`src/mmac_pkg.sv`:
```
// Shared sizes, widths, register codes and the cell command struct
// for the matrix multiply-accumulate core. No dependencies.
`default_nettype none

package mmac_pkg;

    // Array sizes
    localparam int MAX_INNER  = 64;
    localparam int MAX_COLS   = 32;
    localparam int DATA_W     = 16;

    // Derived widths, and the fixed accumulator width
    localparam int PROD_W     = 2 * DATA_W;
    localparam int SUM_W      = 39;
    localparam int ROW_W      = (MAX_INNER > 1) ? $clog2(MAX_INNER) : 1;
    localparam int COL_W      = (MAX_COLS > 1) ? $clog2(MAX_COLS) : 1;
    localparam int POS_W      = $clog2(MAX_INNER + 1);
    localparam int NC_W       = $clog2(MAX_COLS + 1);

    // Fixed field widths and the compare width
    localparam int WROW_W     = 6;
    localparam int WCOL_W     = 5;
    localparam int INNER_W    = 7;
    localparam int OCOLS_W    = 6;
    localparam int CMP_W      = (INNER_W > POS_W) ? INNER_W : POS_W;

    // Configuration port
    localparam int CFG_IDX_W  = 1;
    localparam int CFG_DATA_W = 7;
    localparam logic [CFG_IDX_W-1:0] REG_INNER_SIZE = 1'b0;
    localparam logic [CFG_IDX_W-1:0] REG_OUT_COLS   = 1'b1;

    // Input action codes
    localparam logic ACT_LOAD = 1'b0;
    localparam logic ACT_FEED = 1'b1;

    // Broadcast from the sequencer to every cell
    typedef struct packed {
        logic                     feed;
        logic [ROW_W-1:0]         rd_addr;
        logic [ROW_W-1:0]         wr_addr;
        logic signed [DATA_W-1:0] value;
        logic                     shift;
        logic                     clear;
    } cell_cmd_t;

endpackage

`default_nettype wire

```
`src/mmac_cell.sv`:
```
// One output column: its slice of the weight store, a multiplier and an
// accumulator that shifts toward column zero on drain. Depends on mmac_pkg.
`default_nettype none

module mmac_cell
    import mmac_pkg::*;
(
    input  wire logic                    clk,
    input  wire logic                    rst_n,
    input  wire cell_cmd_t               cmd,
    input  wire logic                    wr_en,
    input  wire logic signed [SUM_W-1:0] acc_in,
    output logic signed [SUM_W-1:0]      acc_out
);

    logic signed [DATA_W-1:0] mem [MAX_INNER];

    logic signed [DATA_W-1:0] w_reg;
    logic signed [DATA_W-1:0] x_reg;
    logic signed [PROD_W-1:0] prod_reg;
    logic signed [SUM_W-1:0]  acc_reg;
    logic signed [SUM_W-1:0]  acc_next;
    logic                     v1_reg;
    logic                     v2_reg;

    // Weight column memory: one write, one registered read
    always_ff @(posedge clk)
    begin
        if (wr_en)
        begin
            mem[cmd.wr_addr] <= cmd.value;
        end
        if (cmd.feed)
        begin
            w_reg <= mem[cmd.rd_addr];
            x_reg <= cmd.value;
        end
        prod_reg <= x_reg * w_reg;
    end

    always_comb
    begin
        if (cmd.clear)
        begin
            acc_next = '0;
        end
        else if (cmd.shift)
        begin
            acc_next = acc_in;
        end
        else if (v2_reg)
        begin
            acc_next = acc_reg + {{(SUM_W - PROD_W){prod_reg[PROD_W-1]}}, prod_reg};
        end
        else
        begin
            acc_next = acc_reg;
        end
    end

    always_ff @(posedge clk or negedge rst_n)
    begin
        if (!rst_n)
        begin
            v1_reg  <= 1'b0;
            v2_reg  <= 1'b0;
            acc_reg <= '0;
        end
        else
        begin
            v1_reg  <= cmd.feed;
            v2_reg  <= v1_reg;
            acc_reg <= acc_next;
        end
    end

    assign acc_out = acc_reg;

endmodule

`default_nettype wire

```
`config.mk`:
```
export PLATFORM = sky130hd
export DESIGN_NAME = mmac_cell
export DESIGN_NICKNAME = d
export VERILOG_FILES = /design/src/mmac_pkg.sv /design/src/mmac_cell.sv
export SDC_FILE = /design/constraint.sdc
export NUM_CORES = 2
export LEC_CHECK = 0
export ABC_AREA = 1
export BUFFER_PORTS_ARGS = -buffer_cell sky130_fd_sc_hd__buf_2
export CORE_ASPECT_RATIO = 0.6
export CORE_MARGIN = 10
export CORE_UTILIZATION = 25
export DETAILED_ROUTE_END_ITERATION = 10
export SYNTH_ARGS = -nofsm -noshare
export SYNTH_HDL_FRONTEND = slang
export SYNTH_SLANG_ARGS = --single-unit
```
`constraint.sdc`:
```
create_clock -name clk -period 8.95 [get_ports clk]
set_input_delay 0.4475 -clock clk [delete_from_list [all_inputs] [get_ports clk]]
set_output_delay 0.4475 -clock clk [all_outputs]
set_load 0.01 [all_outputs]
```
* After elaboration in Yosys (flattened, before gate mapping) *
Memories as Yosys holds them, arrays and structs flattened. A register that Yosys moved wholly into a read port is not among the register bits.
Index checks and enable logic that the tools add are counted.

storage, ports and cells
  memory bits (read-only) = 0
  memories kept = 1
  bits in latches = 0
  RAM bits = 1024
  register bits after elaboration = 89
  input bits = 73
  output and inout port bits = 39

memories
  name  words  width  rd ports  clocked after Yosys merged registers in  wr ports  RTL line         text
  mem   64     16     1         1                                        1         mmac_cell.sv:16  logic signed [DATA_W-1:0] mem [MAX_INNER];

operators by class
  multipliers = 1
  bitwise gates (word level) = 0
  eq/ne operators = 0
  div/mod/pow operators = 0
  reduce and logical (&&, ||, !) cells = 1
  add/subtract/negate cells = 1
  magnitude comparators = 0
  multiplexer cells = 5
  shift operators = 0

operators by type and width
  cell                                            number
  39-bit two-way mux                              3
  39-bit adder                                    1
  16-bit by 16-bit multiplier with 32-bit output  1
  3-bit nonzero test                              1
  1-bit two-way mux                               2

* Logic depth before layout (Yosys ltp) *
  depth in word-level cells = 4
  gate-level depth with buffers = 25
  mapped depth without buffers = 24

* Worst setup path before layout *
OpenSTA, ideal clock, no wires.

  kind = register to register
  from = reg x_reg[15]
  to = reg prod_reg[31]
  period minus slack after synthesis = 5452 ps
  data required time = 8838 ps
  path slack = 3498 ps
  data arrival time = 5339 ps
  stages on the path, launching flop included = 24
  path buffers = 1
  setup time = 112 ps
  cell sequence = edfxtp_1 -> clkbuf_1 -> nand2_1 -> inv_1 -> fa_1 -> fa_1 -> inv_1 -> fa_1 -> inv_1 -> fa_1 -> fa_1 -> inv_1 -> fa_1 -> inv_1 -> ha_1 -> nand2_1 -> nor3_1 -> nand2_1 -> inv_1 -> o21ai_0 -> nand3_1 -> inv_1 -> nand2_1 -> nand2_1

between the ends
  cells in the longest elaborated chain, start to end = 1

RTL lines
  what                                            RTL line         text
  start, declared                                 mmac_cell.sv:19  logic signed [DATA_W-1:0] x_reg;
  start signal, assigned                          mmac_cell.sv:36  x_reg <= cmd.value;
  16-bit by 16-bit multiplier with 32-bit output  mmac_cell.sv:38  prod_reg <= x_reg * w_reg;
  end signal, assigned                            mmac_cell.sv:38
  end, declared                                   mmac_cell.sv:20  logic signed [PROD_W-1:0] prod_reg;

No other way between the ends.
A chain may end at the register's enable or synchronous reset.

* Worst setup path after layout *
  from = reg x_reg[15]
  to = reg prod_reg[26]

Same word-level chain as after synthesis.

==> run summary <==
Synthesis handed over a netlist of between 5,000 and 6,000 instances. The clock tree from TritonCTS is done. In this run the clock root is driven by a sky130_fd_sc_hd__clkbuf_16. The number of register bits inferred by synthesis came out at between 1,000 and 1,500.

The count of synthesis-stage warnings from yosys came out at 0. The total negative slack came out at 0 ns. The deepest level of the CTS H-tree is 3. The number of optimization iterations in the first detailed-route pass came out at 6. For this run, the total global-route usage over all layers was measured as about an eighth. The worst-case clock buffer depth is 3. The maximum number of pins on one net before global-route repair is 180. The initialized floorplan defines 136 standard-cell rows.

The remaining antenna violation count after routing came out at 0. The source-to-sink clock delay at the later pin of the worst-skew pair came out at 0.75 ns. The number of buffers inserted during clock tree synthesis came out at 110.

The initial core utilization is 25.10%. The critical-path maximum fanout is 16. Counting stages on the worst path, the most repeated cell is sky130_fd_sc_hd__fa_1. The global placer's final weighted congestion came out at around 0.96.

The final number of hold-violating endpoints came out at 0. The count of cell types in the netlist is 35. The worst min-delay path class is in -> reg.

The slowest stage of the critical path belongs to the cell sky130_fd_sc_hd__fa_1. For the pin with the worst max-slew slack, the measured transition is around 1.3 ns. The worst path uses a little under three quarters of the clock period. The clock-pin slew on the worst setup and hold paths came out at about 0.06 ns.

For this run, the leading register cell type out of synthesis is sky130_fd_sc_hd__edfxtp_1. The number of enable flip-flop cells after synthesis came out at 1,056. The fraction of final layout cells sized beyond drive strength 1 came out at roughly 7%. The arrival time at the worst endpoint came out at approximately 7.0 ns. The initial DRC count is roughly 5,100. Across all layers, the routed design uses 40,040 vias. The area growth from synthesis to layout is 13.00%. The setup clock skew after layout came out at about 0.031 ns.

The final number of max-transition violations came to 0. Setup repair after global routing left no endpoint under its margin. The total I/O pin count is between 100 and 150.

Including well taps, the total number of placed cells is ~8,000. Max-cap violations in this run came to 0. The average detailed-routed wire length per instance is 19.40 um. The number of remaining DRC errors is 0. Once the clock tree was built, the resizer swapped 0 gates to a different size. The net count after synthesis is ~5,800.

After synthesis, the cell types taking the most area are sky130_fd_sc_hd__edfxtp_1 55%, sky130_fd_sc_hd__fa_1 9.2%, sky130_fd_sc_hd__nand2_1 5.0%. The mean instance size in the synthesized netlist is between 10 and 15 sq um. Yosys instantiated no cell more often than sky130_fd_sc_hd__edfxtp_1. Based on the critical path, the design can be clocked at up to approximately 0.16 GHz. At the worst endpoint, the required time is 9.56 ns. The final core utilization is roughly 28%. After detailed routing, the number of vias per cell comes to about 4.7. The post-synthesis instance area came out at approximately 0.057 sq mm. The worst hold slack across all endpoints came out at ~0.05 ns. The sum of routed wire length over all layers came out at 164,400 um.

Global routing finished with a remaining overflow of 0. The finished layout holds between 8,000 and 9,000 standard cells, fillers aside. The count of buffers from port buffering is about 110.

The worst setup path is of the reg -> reg kind. The portion of the post-synthesis area used by sequential elements is 58.14%. The async set-or-reset flop fraction in the synthesized netlist came out at between 3 and 4%.

The number of global-route vias before repair came out at 38,630. Setup violations remaining at the end of the flow were counted as 0. The cell type with the highest aggregate area in the netlist is sky130_fd_sc_hd__edfxtp_1.

The placement-stage worst setup slack is between 2 and 3 ns. For this run, the slowest stage of the critical path takes ~0.9 ns. The register with the most flip-flops in the layout has 1,024 of them.

The least setup slack across all paths after layout is roughly 2.6 ns. The flow ran to the end, and the final reports show no timing, DRC or antenna violations. STA classifies the critical path startpoint as a flop.

Ranked by instance count, the synthesized netlist is headed by 1,056 x sky130_fd_sc_hd__edfxtp_1, 769 x sky130_fd_sc_hd__nand2_1, 759 x sky130_fd_sc_hd__nor2_1. STA classifies the critical path endpoint as a flop. After floorplanning, the core was sized to cover between 0.2 and 0.25 sq mm. The final critical path time including I/O delays and setup came out at roughly 6.4 ns. The die width came out at 638.7 um.

The headroom to the max-slew limit came out at between 10% and 20%. The critical path goes through nand2_1 -> inv_1 -> fa_1 -> fa_1 -> inv_1 -> fa_1 -> inv_1 -> fa_1 -> fa_1 -> fa_1 -> ha_1 -> nand2_1 -> nor2_1 -> nor2_1 -> a21boi_0 -> nand3_1 -> xor2_1. The die covers between 0.2 and 0.25 sq mm. The leakage power of the design came out at ~25 nW.

The detailed-placement wirelength estimate came out at 102,400 um. The die height came out at approximately 390 um. The number of antenna violations at the first check in global routing is 5.

VDD sags by at most between 800 and 900 uV. The fraction of synthesized cell area taken by the top area cell type came out at about 55%. The setup fix buffers added after clock tree synthesis came out at 0. In this run the power density over the cells is ~380 mW/mm^2. The number of sinks driven by the clock tree is approximately 1,100.

The global-route wire length before repair is about 250,000 um. The post-cts hold buffer count came out at 19. The final layout contains between 5,000 and 6,000 nets.
[layout by cell type, fill, tap and decap left out, drive strengths merged, types with 57 or more instances in the layout]
master,instances
o221ai,82
nor2,759
o211ai,130
fa,263
o22ai,174
nand2,769
ha,120
edfxtp,1056
nand3,186
o21ai,546
clkbuf,134
clkinv,57
buf,209
inv,673
[final cells by class]
type | instances | area (sq um)
clock buffers | 132 | 2835
diodes | 1 | 2.502
multi-input cells | 3206 | 20190
repair buffers | 230 | 1562
fillers | 23530 | 163800
flip-flops and latches | 1129 | 33380
clock inverters | 75 | 598.1
well taps | 3036 | 3799
inverters | 664 | 2515
[cells by family (layout without fill, tap and decap cells)]
family	after synthesis	in the layout	share of synthesized area [%]
XOR/XNOR	46	46	0.7017
adder cells (fa/ha/maj)	383	383	11.79
buffers and inverters	964	1101	6.808
AO/OA/AOI/OAI	1012	1012	10.43
flip-flops	1129	1129	58.14
other	0	1	0
AND/OR/NAND/NOR	1765	1765	12.14
[worst max-delay path, delay by kind of cell, from the launching register on]
family                   cells  cell delay, ns
buffers and inverters        3            0.37
flip-flops                   1            0.77
XOR/XNOR                     1            0.19
AO/OA/AOI/OAI                1            0.25
AND/OR/NAND/NOR              5            0.92
adder cells (fa/ha/maj)      7            3.76
[final timing paths]
check	start	end	slack (ns)	cells past startpoint
min in group asynchronous	rst_n	acc_out[37]	0.41	2
hold / removal	acc_in[36]	acc_out[36]	0.05	5
hold reg to reg	v1_reg	v2_reg	0.38	0
max in group asynchronous	rst_n	acc_out[28]	7.90	2
setup / recovery	x_reg[15]	prod_reg[26]	2.55	17
setup reg to reg	x_reg[15]	prod_reg[26]	2.55	17
[routing by layer]
metal,vias to the layer above,track usage (%),routed length (um)
met3,186,3.097,17280
met4,4,2.343,2694
met1,19910,19.49,76110
met2,1783,18.24,68270
li1,18150,-,-
met5,-,0,27
[power by group]
group	internal [mW]	switching, mW
registers	6.12	0.169
clock network	2.44	2.07
logic	4.69	8.88
[through the flow]
step | power, mW | area (sq um)
after floorplan | 15.99 | 57410
after global placement | 19.79 | 61250
after CTS | 24.30 | 64870
final | 24.37 | 64870
after global routing | 26.52 | 64870
after detailed placement | 19.72 | 61250
Power figures use the tool's default switching activity.
